==> config.mk <==
export PLATFORM = sky130hd
export DESIGN_NAME = horizontal_swipe_gesture_detector_core
export DESIGN_NICKNAME = d
export VERILOG_FILES = /design/src/design/gsd_pkg.sv /design/src/design/gsd_cfg.sv /design/src/design/gsd_update.sv /design/src/design/horizontal_swipe_gesture_detector_core.sv
export SDC_FILE = /design/constraint.sdc
export NUM_CORES = 1
export LEC_CHECK = 0
export ABC_CLOCK_PERIOD_IN_PS = 14330
export BUFFER_PORTS_ARGS = -buffer_cell sky130_fd_sc_hd__buf_2
export CAP_MARGIN = 10
export CORE_ASPECT_RATIO = 1.1
export CORE_MARGIN = 5
export CORE_UTILIZATION = 60
export CTS_CLUSTER_DIAMETER = 30
export DETAILED_ROUTE_END_ITERATION = 16
export PLACE_DENSITY_LB_ADDON = 0.25
export SYNTH_ARGS = -nofsm -noshare
export SYNTH_HDL_FRONTEND = slang
export SYNTH_SLANG_ARGS = --single-unit
export TNS_END_PERCENT = 10
==> constraint.sdc <==
create_clock -name clk_i -period 14.33 [get_ports clk_i]
set_input_delay 2.866 -clock clk_i [delete_from_list [all_inputs] [get_ports clk_i]]
set_output_delay 2.866 -clock clk_i [all_outputs]
set_load 0.1 [all_outputs]
==> src/design/gsd_pkg.sv <==
// Shared types and constants for the horizontal swipe gesture detector.
`timescale 1ns / 1ps

package gsd_pkg;

  localparam int unsigned HSUM_W = 18;
  localparam int unsigned VSUM_W = 17;
  localparam int unsigned CFG_W  = 16;
  localparam int unsigned IDX_W  = 1;

  typedef enum logic [IDX_W-1:0] {
    CFG_GESTURE_LENGTH = 1'b0,
    CFG_VERTICAL_TOL   = 1'b1
  } cfg_idx_e;

  typedef struct packed {
    logic [CFG_W-1:0] gesture_length;
    logic [CFG_W-1:0] vertical_tolerance;
  } cfg_t;

  typedef struct packed {
    logic              drawing;
    logic [HSUM_W-1:0] hsum;
    logic [VSUM_W-1:0] vsum;
  } state_t;

endpackage

==> src/design/gsd_cfg.sv <==
// Configuration register file: gesture length and vertical tolerance.
`timescale 1ns / 1ps

module gsd_cfg (
  input  logic                          clk_i,
  input  logic                          rst_ni,
  input  logic                          cfg_we_i,
  input  logic [gsd_pkg::IDX_W-1:0]     cfg_index_i,
  input  logic [gsd_pkg::CFG_W-1:0]     cfg_data_i,
  output gsd_pkg::cfg_t                 cfg_o
);

  gsd_pkg::cfg_t    cfg_q, cfg_d;
  gsd_pkg::cfg_idx_e idx;

  assign idx = gsd_pkg::cfg_idx_e'(cfg_index_i);

  always_comb begin
    cfg_d = cfg_q;
    if (cfg_we_i) begin
      unique case (idx)
        gsd_pkg::CFG_GESTURE_LENGTH: cfg_d.gesture_length     = cfg_data_i;
        gsd_pkg::CFG_VERTICAL_TOL:   cfg_d.vertical_tolerance = cfg_data_i;
        default:                     cfg_d = cfg_q;
      endcase
    end
  end

  always_ff @(posedge clk_i or negedge rst_ni) begin
    if (!rst_ni) begin
      cfg_q.gesture_length     <= gsd_pkg::CFG_W'(100);
      cfg_q.vertical_tolerance <= gsd_pkg::CFG_W'(10);
    end else begin
      cfg_q <= cfg_d;
    end
  end

  assign cfg_o = cfg_q;

endmodule

==> src/design/gsd_update.sv <==
// Per-packet state update and detection logic.
`timescale 1ns / 1ps

module gsd_update #(
  parameter int unsigned DELTA_WIDTH = 9
) (
  input  gsd_pkg::cfg_t           cfg_i,
  input  gsd_pkg::state_t         state_i,
  input  logic                    left_pressed_i,
  input  logic [DELTA_WIDTH-1:0]  move_x_i,
  input  logic [DELTA_WIDTH-1:0]  move_y_i,
  output gsd_pkg::state_t         state_o,
  output logic                    found_o
);

  localparam int unsigned HW = gsd_pkg::HSUM_W;
  localparam int unsigned VW = gsd_pkg::VSUM_W;
  localparam int unsigned CW = gsd_pkg::CFG_W;

  gsd_pkg::state_t  btn;
  logic             moved;
  logic [VW-1:0]    dy_ext;
  logic [VW-1:0]    ay;
  logic [VW:0]      vsum_wide;
  logic [VW-1:0]    vsum_new;
  logic [HW:0]      dx_ext;
  logic [HW:0]      hsum_wide;
  logic [HW-1:0]    hsum_new;
  logic [HW-1:0]    len_ext;
  logic             dir_ok;
  logic             tol_ok;
  logic             past_len;

  assign moved  = (move_x_i != '0) || (move_y_i != '0);
  assign dy_ext = {{(VW-DELTA_WIDTH){move_y_i[DELTA_WIDTH-1]}}, move_y_i};
  assign ay     = move_y_i[DELTA_WIDTH-1] ? (VW'(0) - dy_ext) : dy_ext;
  assign dx_ext = {{(HW+1-DELTA_WIDTH){move_x_i[DELTA_WIDTH-1]}}, move_x_i};
  assign len_ext = {{(HW-CW){cfg_i.gesture_length[CW-1]}}, cfg_i.gesture_length};

  always_comb begin
    // button first: release disarms and clears
    btn = state_i;
    if (left_pressed_i) begin
      btn.drawing = 1'b1;
    end else if (state_i.drawing) begin
      btn.drawing = 1'b0;
      btn.hsum    = '0;
      btn.vsum    = '0;
    end
  end

  always_comb begin
    vsum_wide = {1'b0, btn.vsum} + {1'b0, ay};
    vsum_new  = vsum_wide[VW] ? {VW{1'b1}} : vsum_wide[VW-1:0];
    hsum_wide = {btn.hsum[HW-1], btn.hsum} + dx_ext;
    // overflow when the two top bits disagree
    if (hsum_wide[HW] != hsum_wide[HW-1]) begin
      hsum_new = hsum_wide[HW] ? {1'b1, {(HW-1){1'b0}}} : {1'b0, {(HW-1){1'b1}}};
    end else begin
      hsum_new = hsum_wide[HW-1:0];
    end
    dir_ok = (move_x_i[DELTA_WIDTH-1] == cfg_i.gesture_length[CW-1]);
    tol_ok = (vsum_new <= {1'b0, cfg_i.vertical_tolerance});
    past_len = (hsum_new[HW-1] == cfg_i.gesture_length[CW-1]) &&
               (hsum_new[HW-1] ? ($signed(hsum_new) < $signed(len_ext))
                               : ($signed(hsum_new) > $signed(len_ext)));
  end

  always_comb begin
    state_o = btn;
    found_o = 1'b0;
    if (btn.drawing && moved) begin
      if (dir_ok && tol_ok) begin
        state_o.vsum = vsum_new;
        state_o.hsum = hsum_new;
        found_o      = past_len;
      end else begin
        state_o.vsum = '0;
        state_o.hsum = '0;
      end
    end
  end

endmodule

==> src/design/horizontal_swipe_gesture_detector_core.sv <==
// Top level of the horizontal swipe gesture detector.
//
//   channel   handshake                    payload
//   in        in_valid_i / in_stall_o      left_pressed_i, move_x_i, move_y_i
//   out       out_valid_o / out_stall_i    gesture_found_o
//   cfg       cfg_we_i                     cfg_index_i, cfg_data_i
//
// One item per cycle while out_stall_i is low; items pass through the input register, then the result register.
// The gesture state updates in the same cycle an item moves from the input register
// to the result register, through one pass of the update logic.
// Reset clears the gesture state, both pipeline valids and loads the register defaults.
// A stalled result holds the input register; input stalls only when both are full.
`timescale 1ns / 1ps

module horizontal_swipe_gesture_detector_core #(
  parameter int unsigned DELTA_WIDTH = 9
) (
  input  logic                          clk_i,
  input  logic                          rst_ni,
  input  logic                          in_valid_i,
  output logic                          in_stall_o,
  input  logic                          left_pressed_i,
  input  logic signed [DELTA_WIDTH-1:0] move_x_i,
  input  logic signed [DELTA_WIDTH-1:0] move_y_i,
  output logic                          out_valid_o,
  input  logic                          out_stall_i,
  output logic                          gesture_found_o,
  input  logic                          cfg_we_i,
  input  logic [gsd_pkg::IDX_W-1:0]     cfg_index_i,
  input  logic [gsd_pkg::CFG_W-1:0]     cfg_data_i
);

  gsd_pkg::cfg_t   cfg;
  gsd_pkg::state_t state_q, state_d;

  logic                   in_valid_q, in_valid_d;
  logic                   left_q;
  logic [DELTA_WIDTH-1:0] mx_q, my_q;
  logic                   out_valid_q, out_valid_d;
  logic                   found_q, found_d;
  logic                   out_ready;
  logic                   adv;
  logic                   in_acc;

  gsd_cfg u_cfg (
    .clk_i       (clk_i),
    .rst_ni      (rst_ni),
    .cfg_we_i    (cfg_we_i),
    .cfg_index_i (cfg_index_i),
    .cfg_data_i  (cfg_data_i),
    .cfg_o       (cfg)
  );

  gsd_update #(
    .DELTA_WIDTH (DELTA_WIDTH)
  ) u_update (
    .cfg_i          (cfg),
    .state_i        (state_q),
    .left_pressed_i (left_q),
    .move_x_i       (mx_q),
    .move_y_i       (my_q),
    .state_o        (state_d),
    .found_o        (found_d)
  );

  assign out_ready  = !out_valid_q || !out_stall_i;
  assign adv        = in_valid_q && out_ready;
  assign in_stall_o = in_valid_q && !out_ready;
  assign in_acc     = in_valid_i && !in_stall_o;

  always_comb begin
    in_valid_d = in_valid_q;
    if (in_acc) begin
      in_valid_d = 1'b1;
    end else if (adv) begin
      in_valid_d = 1'b0;
    end
    out_valid_d = out_valid_q;
    if (adv) begin
      out_valid_d = 1'b1;
    end else if (!out_stall_i) begin
      out_valid_d = 1'b0;
    end
  end

  always_ff @(posedge clk_i or negedge rst_ni) begin
    if (!rst_ni) begin
      in_valid_q  <= 1'b0;
      out_valid_q <= 1'b0;
      state_q     <= '0;
    end else begin
      in_valid_q  <= in_valid_d;
      out_valid_q <= out_valid_d;
      if (adv) begin
        state_q <= state_d;
      end
    end
  end

  always_ff @(posedge clk_i) begin
    if (in_acc) begin
      left_q <= left_pressed_i;
      mx_q   <= move_x_i;
      my_q   <= move_y_i;
    end
    if (adv) begin
      found_q <= found_d;
    end
  end

  assign out_valid_o     = out_valid_q;
  assign gesture_found_o = found_q;

`ifndef ASSERT_OFF
  // release while drawing leaves an empty, disarmed state
  a_release_clears: assert property (@(posedge clk_i) disable iff (!rst_ni)
    (adv && !left_q) |=> (!state_q.drawing && state_q.hsum == '0 && state_q.vsum == '0))
    else $error("release did not clear gesture state");

  // a reported gesture only comes from an armed state
  a_found_armed: assert property (@(posedge clk_i) disable iff (!rst_ni)
    (out_valid_q && found_q) |-> state_q.drawing)
    else $error("gesture reported while not drawing");

  // an item leaving the input register always lands in the result register
  a_adv_out: assert property (@(posedge clk_i) disable iff (!rst_ni)
    adv |=> out_valid_q)
    else $error("advanced item lost");

  // the gesture state moves only when an item advances
  a_state_hold: assert property (@(posedge clk_i) disable iff (!rst_ni)
    !adv |=> $stable(state_q))
    else $error("gesture state changed without an item");
`endif

endmodule

-- After elaboration in Yosys (flattened, before gate mapping)
Index checks and enable logic that the tools add are counted.
- input bits: 41
- flip-flop bits (word level): 90
- output and inout port bits: 3
- logic and storage cells: 54
- equality and inequality tests: 4
- magnitude comparators: 3
- multiplexer cells: 14
- reductions and logical operators: 18
- $add $sub $neg: 3
- bitwise logic cells: 1
- operators by type and width (kind ; count):
    35-bit two-way mux ; 4
    18-bit two-way mux ; 2
    17-bit two-way mux ; 2
    18-bit by 9-bit adder with 19-bit output ; 1
    17-bit by 17-bit adder with 18-bit output ; 1
    18-bit by 16-bit greater-than comparator with 1-bit output ; 1
    18-bit by 16-bit less-than comparator with 1-bit output ; 1
    9-bit nonzero test ; 2
    17-bit by 16-bit <= comparator with 1-bit output ; 1
    1-bit by 9-bit subtractor with 10-bit output, first input constant ; 1
    1-bit logical AND ; 6
    1-bit two-way mux ; 6
    2-bit AND reduction ; 3
    1-bit logical NOT ; 4
    1-bit == test ; 2
    1-bit logical OR ; 2
    2-bit by 1-bit != test with 1-bit output, second input constant ; 1
    2-bit nonzero test ; 1
    1-bit != test ; 1
    1-bit inverter ; 1

-- Depth between registers and ports, before layout
Gate-level depths: netlist of the first run.
- depth after elaboration: 8
- mapped depth: 25
- mapped depth without buffers: 22

-- Cells and area by module
A second synthesis of the first run with hierarchy kept.
- cell total of the unflattened synthesis: 709
- area, all modules: 7214.4 um^2
- modules (own cells, without submodules) (module ; cells each ; seq. area each (um^2) ; area an instance (um^2) ; times used):
    gsd_update ; 536 ; 0.0 ; 3777.4 ; 1
    horizontal_swipe_gesture_detector_core ; 104 ; 1551.5 ; 2178.3 ; 1
    gsd_cfg ; 69 ; 807.0 ; 1258.7 ; 1

-- Worst setup path before layout of the first run
Ideal clock, no wire load.
- kind: input port to output port
- start: in out_stall_i
- end: out in_stall_o
- arrival time: 3.611 ns
- path slack: 7.853 ns
- buffers on the path: 0
- data required time: 11.464 ns
- stages: 2
- cell sequence: nand3_1 inv_1
- cells in the longest elaborated chain, start to end: 4
- ends and longest elaborated chain (what ; RTL line ; source):
    start, declared ; horizontal_swipe_gesture_detector_core.sv:26 ; input logic out_stall_i,
    1-bit logical NOT ; - ;
    1-bit logical OR ; horizontal_swipe_gesture_detector_core.sv:66 ; assign out_ready = !out_valid_q || !out_stall_i;
    1-bit logical NOT ; horizontal_swipe_gesture_detector_core.sv:68 ; assign in_stall_o = in_valid_q && !out_ready;
    1-bit logical AND ; horizontal_swipe_gesture_detector_core.sv:68 ;
    end, declared ; horizontal_swipe_gesture_detector_core.sv:21 ; output logic in_stall_o,
Every way passes these cells.

-- Final worst setup path of the first run
Same ends and word-level chain as after synthesis.

==> results of run 1 <==
==> logic make-up after synthesis <==
group           after synthesis  share of synthesized area
simple gates                211                     0.1642
compound gates              175                     0.1813
flops                        90                     0.3694
fa+ha+maj                    77                     0.1501
buf+inv                      75                    0.04938
xor+xnor                     34                    0.04664
mux                          21                    0.03841
other cells                   1                  0.0005873
==> worst max-delay path, cell delays in order <==
cell     delay [ns]
buf_2          0.08
nand3_1        0.10
inv_1          0.06
buf_2          0.41
==> flip-flops by register name (all words and copies together), names as in the netlist <==
name	flops
state_q	36
gesture_found_o	1
mx_q	9
my_q	9
out_valid_o	1
u_cfg.cfg_o	32
in_valid_q	1
left_q	1
==> final cells by class <==
type / instances / area share
Multi-Input combinational cell: 521 / 0.5303
Sequential cell: 90 / 0.3364
Clock buffer: 13 / 0.03872
Timing Repair Buffer: 46 / 0.03390
Inverter: 54 / 0.02891
Tap cell: 143 / 0.02552
Clock inverter: 3 / 0.006246
==> layout by cell type, fill, tap and decap left out, types with 5 or more instances in the layout <==
| master | count |
|---|---|
| o21bai_1 | 6 |
| xor2_1 | 11 |
| nor2b_1 | 7 |
| nand4_1 | 7 |
| a21oi_1 | 44 |
| ha_1 | 66 |
| xnor2_1 | 23 |
| nand2b_1 | 12 |
| a31oi_1 | 6 |
| nor2_1 | 25 |
| clkbuf_16 | 10 |
| dfstp_2 | 5 |
| nand3_1 | 19 |
| o21ai_0 | 37 |
| and2_1 | 37 |
| mux2_2 | 18 |
| nand2_1 | 81 |
| o21ai_1 | 24 |
| buf_2 | 43 |
| inv_1 | 54 |
| a221o_1 | 6 |
| maj3_1 | 7 |
| a21o_1 | 9 |
| edfxtp_1 | 20 |
| dfrtp_1 | 65 |
==> report_power, final <==
part | switching [mW] | internal (mW) | leakage, nW
registers | 0.0137 | 0.288 | 1.09
logic | 0.137 | 0.0922 | 2.03
clock network | 0.0995 | 0.151 | 0.155
total | 0.250 | 0.531 | 3.27
==> stage by stage <==
stage               area [um^2]  setup WS (ns)  std cells    util
floorplan                  6392          7.853        686       -
global placement           6696          7.938        854  0.6443
detailed placement         6696          7.935        854  0.6443
CTS                        7012          7.935        870  0.6746
global route               7012          7.904        870  0.6746
finish                     7012          7.938        870  0.6746
==> metal layers <==
layer,vias up,GRT usage,wire [um]
met4,0,0.1073,544
met5,-,0,0
met1,2480,0.2848,6142
met3,38,0.02944,424
li1,2489,-,-
met2,100,0.4292,7843
==> how the worst min path moves through the flow <==
stage                        to  cells past startpoint   startpoint  slack, ns
global route         state_q[4]                      2   state_q[4]       0.50
detailed placement  state_q[18]                      2  state_q[18]       0.47
global placement    state_q[17]                      2  state_q[17]       0.46
floorplan           state_q[10]                      2  state_q[10]       0.45
finish              state_q[18]                      2  state_q[18]       0.48
CTS                 state_q[17]                      2  state_q[17]       0.48
==> out/metrics.cfg, run 1 <==
[run_status]
outcome=complete, no violations

[timing]
clock_skew_ns=0.009490
fin_crit_sh=0.4461
fmax_mhz=156.4
setup_viol=0
hold_slack_ns=0.4774
grt_setup_unrepaired=no
tns_ns=0
maxSlewHeadroom=0.2047
maxSlewViolCount=0
min_period_ns=6.392
worst_pin_slew_ns=1.190
hold_violations=0

[routing]
via_per_inst=5.870
drtAntennaViolNets=0
wl_per_cell_um=17.19
via_count=5107
finalWirelength_um=14950
drt_iter0_markers=280
drt_pass1_iterations=6
drcViolationCount=0

[setup_path]
cp-endpoint=in_stall_o
cp.arrival_ns=3.53
reg2reg_from=left_q
r2r_end=state_q[25]
cp-end-kind=output port
startpoint=out_stall_i
cp.required_ns=11.46
critPathLaunchType=primary input
crit_type=primary input to output port
cp_max_fo=3
reg2reg_slack_ns=8.86
rr_worst_depth=21

[global_route]
grt_pass1_vias=5192
grt_max_degree=71
grt.total_usage=0.2399
grt_pass1_wl_um=24540
antenna_found_initial=0
grt-ovfl-total=0

[hold_path]
worstHoldPathType=flip-flop to flip-flop

[floorplan]
start_util=0.6143
die_height_um=118.2
core_mm2=0.01039
die-area_mm2=0.01281
io_pins=44
rows=39
die-width_um=108.4

[synthesis]
synthFlopType=dfrtp_1
yosysTopAreaCell=dfrtp_1
synth.area.top_cells=dfrtp_1 25%, ha_1 13%, edfxtp_1 9.4%
ys_warn_count=0
ys_types=71
yosysSeqAreaShare=0.3694
synth_top_area_frac=0.2548
synth-seq-cells=90
avgSynthCellArea_um2=9.335
synth_edf_count=20
synthTopCellsByCount=81 x nand2_1, 66 x ha_1, 65 x dfrtp_1, 54 x inv_1, 44 x a21oi_1
synthCells=684
synth-async-reset-ratio=0.7778
yosysMostFrequentCell=nand2_1
synth_area_mm2=0.006385

[clock_network]
cts_buffer_depth=2
path_clk_slew_ns=0.07
cts_setup_buffers=0
cts-root-buf=clkbuf_16
cts_tree=yes
insertion_delay_ns=0.34
htreeDepth=3
postCtsHoldBufs=0
clock_sinks=90
cts-resized-gates=0
numCtsBuffers=9

[placed_design]
port_buffers=43
hpwl_um=11130
gp_congestion=0.9037

[final_layout]
syn_to_final_growth_pct=9.818
multiInputGateArea_mm2=0.003719
n_antenna_cell=0
fillers=834
nets=831
final-seq-area_mm2=0.002359
drive_above_1_share=0.1417

[power]
ir_drop_uv=79.91
finalPower_uw=781.2
p_leak_nw=3.269
power_density_mw_per_mm2=111.4

[job]
maxCapViolCount=0

(Power assumes the default switching activity.)
==> inputs of run 2 (changes only) <==
ABC_AREA = 1   (was default)
ABC_CLOCK_PERIOD_IN_PS = 5200   (was 14330)
CORE_UTILIZATION = 56   (was 60)
clock period = 5.2 ns   (was 14.33 ns; I/O delays follow)
==> run 2 against run 1 <==
Effect of this change:
- final area rose by 12%
- synthesized cell count rose by 47%
- sequential share of layout area fell by 3.7 points
- synthesized area rose by 14%
- first-iteration DRC count rose by 94%
- final cell count rose by 38%
- die area rose by 20%
- global-route usage rose by 0.57 points
- wire length rose by 25%
- critical path type is now flip-flop to flip-flop
- critical endpoint is now state_q[6]
- largest cell class unchanged
- highest routed layer unchanged
==> out/metrics.cfg, run 2 <==
[final_layout]
fillers=1183  ; was 834
fin_util=0.6222  ; was 0.6746
syn_to_final_growth_pct=8.247  ; was 9.818%
n_antenna_cell=0  ; unchanged
final_common_cell=nand2_1  ; unchanged
drive_above_1_share=0.1297  ; was 0.1417
final_cell_mix=202 x nand2_1, 145 x inv_1, 109 x nor2_1  ; was 81 x nand2_1, 66 x ha_1, 65 x dfrtp_1
largest_reg_flops=36  ; unchanged
nets=1145  ; was 831
final-seq-area_mm2=0.002359  ; unchanged
multiInputGateArea_mm2=0.004173  ; was 0.003719 mm^2
top_register=state_q  ; unchanged

[setup_path]
reg2reg_from=my_q[0]  ; was left_q
crit_type=flip-flop to flip-flop  ; was primary input to output port
rr_worst_depth=30  ; was 21
critPathSlowestCell=edfxtp_1  ; was buf_2
cp-end-kind=flip-flop  ; was output port
r2r_end=state_q[6]  ; was state_q[25]
cp.required_ns=5.48  ; was 11.46 ns
cp-endpoint=state_q[6]  ; was in_stall_o
crit_path_max_incr_delay_ns=0.43  ; was 0.41 ns
cp.arrival_ns=4.96  ; was 3.53 ns
reg2reg_slack_ns=0.51  ; was 8.86 ns
startpoint=my_q[0]  ; was out_stall_i
critPathLaunchType=flip-flop  ; was primary input
cp_max_fo=21  ; was 3
crit_top_cell=nand2_1  ; was buf_2

[timing]
clock_skew_ns=0.007675  ; was 0.009490 ns
fmax_mhz=213.4
min_period_ns=4.686
worst_pin_slew_ns=1.118  ; was 1.190 ns
tns_ns=0  ; unchanged
fin_crit_sh=0.9012
grt_setup_unrepaired=no  ; unchanged
hold_violations=0  ; unchanged
setup_viol=0  ; unchanged
maxSlewViolCount=0  ; unchanged
maxSlewHeadroom=0.2499  ; was 0.2047

[hold_path]
worstHoldPathType=flip-flop to flip-flop  ; unchanged

[global_route]
grt_max_degree=38  ; was 71
antenna_found_initial=0  ; unchanged
grt_pass1_wl_um=30440  ; was 24540 um
grt_pass1_vias=6264  ; was 5192
grt.total_usage=0.2456  ; was 0.2399
grt-ovfl-total=0  ; unchanged

[power]
power_density_mw_per_mm2=546.9  ; was 111.4 mW/mm^2
pwr-share-clk=0.147  ; was 0.321
seqPwrFrac=0.224  ; was 0.386
ir_drop_uv=316.0  ; was 79.91 uV
p_comb_frac=0.629  ; was 0.293
p_sw_mw=2.130  ; was 249.8 uW
p_int_mw=2.172  ; was 531.4 uW
p_leak_nw=3.977  ; was 3.269 nW
p_sw_frac=0.4951  ; was 0.3197

[routing]
via_count=6684  ; was 5107
drt_iter0_markers=544  ; was 280
wl_per_cell_um=15.64  ; was 17.19 um
drcViolationCount=0  ; unchanged
via_per_inst=5.579  ; was 5.870
finalWirelength_um=18740  ; was 14950 um
drt_pass1_iterations=5  ; was 6
drtAntennaViolNets=0  ; unchanged

[placed_design]
port_buffers=43  ; unchanged
hpwl_um=14450  ; was 11130 um
gp_congestion=1.005  ; was 0.9037

[synthesis]
avgSynthCellArea_um2=7.245  ; was 9.335 um^2
synthFlopType=dfrtp_1  ; unchanged
yosysMostFrequentCell=nand2_1  ; unchanged
synth_edf_count=20  ; unchanged
synthTopCellsByCount=203 x nand2_1, 145 x inv_1, 109 x nor2_1, 108 x a21oi_1, 66 x ha_1  ; was 81 x nand2_1, 66 x ha_1, 65 x dfrtp_1, 54 x inv_1, 44 x a21oi_1
synthCells=1003  ; was 684
yosysTopAreaCell=dfrtp_1  ; unchanged
synth_area_mm2=0.007267  ; was 0.006385 mm^2
synth_top_area_frac=0.2238  ; was 0.2548
ys_types=44  ; was 71
synth.area.top_cells=dfrtp_1 22%, ha_1 11%, nand2_1 10%  ; was dfrtp_1 25%, ha_1 13%, edfxtp_1 9.4%
ys_warn_count=0  ; unchanged
synth-seq-cells=90  ; unchanged
synth-async-reset-ratio=0.7778  ; unchanged
yosysSeqAreaShare=0.3246  ; was 0.3694

[floorplan]
io_pins=44  ; unchanged
die-width_um=118.6  ; was 108.4 um
start_util=0.5748  ; was 0.6143
core_mm2=0.01264  ; was 0.01039 mm^2
rows=43  ; was 39
die_height_um=129.5  ; was 118.2 um
die-area_mm2=0.01536  ; was 0.01281 mm^2

[clock_network]
insertion_delay_ns=0.35  ; was 0.34 ns
cts_buffer_depth=2  ; unchanged
cts_tree=yes  ; unchanged
cts-root-buf=clkbuf_16  ; unchanged
numCtsBuffers=9  ; unchanged
htreeDepth=3  ; unchanged
clock_sinks=90  ; unchanged
path_clk_slew_ns=0.07  ; about the same
postCtsHoldBufs=0  ; unchanged

[job]
maxCapViolCount=0  ; unchanged

[run_status]
outcome=complete, no violations  ; unchanged

[run 2: cell families after synthesis]
family	count (synthesis)	share of synthesized area
DFF	90	0.3246
xor gates and xnor gates	26	0.03134
buffers and inverters	185	0.1031
and+or+nand+nor	453	0.2848
AOI/OAI and AO/OA	180	0.1365
other	1	0.0005160
adders and majority gates	68	0.1191
[run 2: metrics by stage]
stage          cells  cell area, um^2  total power, mW  hold slack (ns)  worst slack, ns
5_1_grt         1198             7866            4.692           0.5048         0.002256
3_3_place_gp    1182             7585            3.566           0.4678           0.5377
2_1_floorplan   1005             7274            3.034           0.4477            1.016
4_1_cts         1198             7864            4.267           0.4894           0.3658
6_report        1198             7866            4.302           0.4886           0.5137
3_5_place_dp    1182             7585            3.623           0.4729           0.4121
[run 2: what timing repair did]
item / CTS / global route
endpoints found under the setup margin: 0 / 17
resized for setup: 0 / 1
buffers inserted: 0 / 0
[run 2: worst min path at each step]
stage	from	end	slack (ns)	cells after the start
finish	u_cfg.cfg_o[14]	u_cfg.cfg_o[14]	0.49	2
global route	u_cfg.cfg_o[13]	u_cfg.cfg_o[13]	0.50	2
CTS	u_cfg.cfg_o[10]	u_cfg.cfg_o[10]	0.49	2
detailed placement	u_cfg.cfg_o[10]	u_cfg.cfg_o[10]	0.47	2
global placement	u_cfg.cfg_o[12]	u_cfg.cfg_o[12]	0.47	2
floorplan	in_valid_q	out_valid_o	0.45	2
[run 2: layer usage]
| layer | track usage | share of wire | vias up |
|---|---|---|---|
| met5 | 0 | 0 | - |
| met4 | 0.09206 | 0.033 | 0 |
| met3 | 0.03448 | 0.051 | 41 |
| met2 | 0.4101 | 0.47 | 216 |
| met1 | 0.3265 | 0.45 | 3056 |
| li1 | - | - | 3371 |
[run 2: power groups by stage]
stage	Clock (mW)	Combinational [mW]	Sequential, mW
after floorplan	0	2.07	0.966
after detailed placement	0	2.65	0.976
final	0.631	2.71	0.965
after CTS	0.640	2.67	0.963
after global routing	0.667	3.05	0.979
after global placement	0	2.60	0.967
[run 2: area by class of cell]
cell class,count,area share
flip-flops and latches,90,0.2998
clock buffers,11,0.03086
well taps,157,0.02497
multi-input cells,730,0.5305
repair buffers,50,0.03404
clock inverters,5,0.004613
inverters,155,0.07523
[run 2: critical path, delay by kind of cell, from the launching register on]
kind                       cells  cell delay [ns]
AOI/OAI and AO/OA              3             0.56
buffers and inverters          4             0.44
adders and majority gates      3             0.80
DFF                            1             0.43
and+or+nand+nor               20             2.38
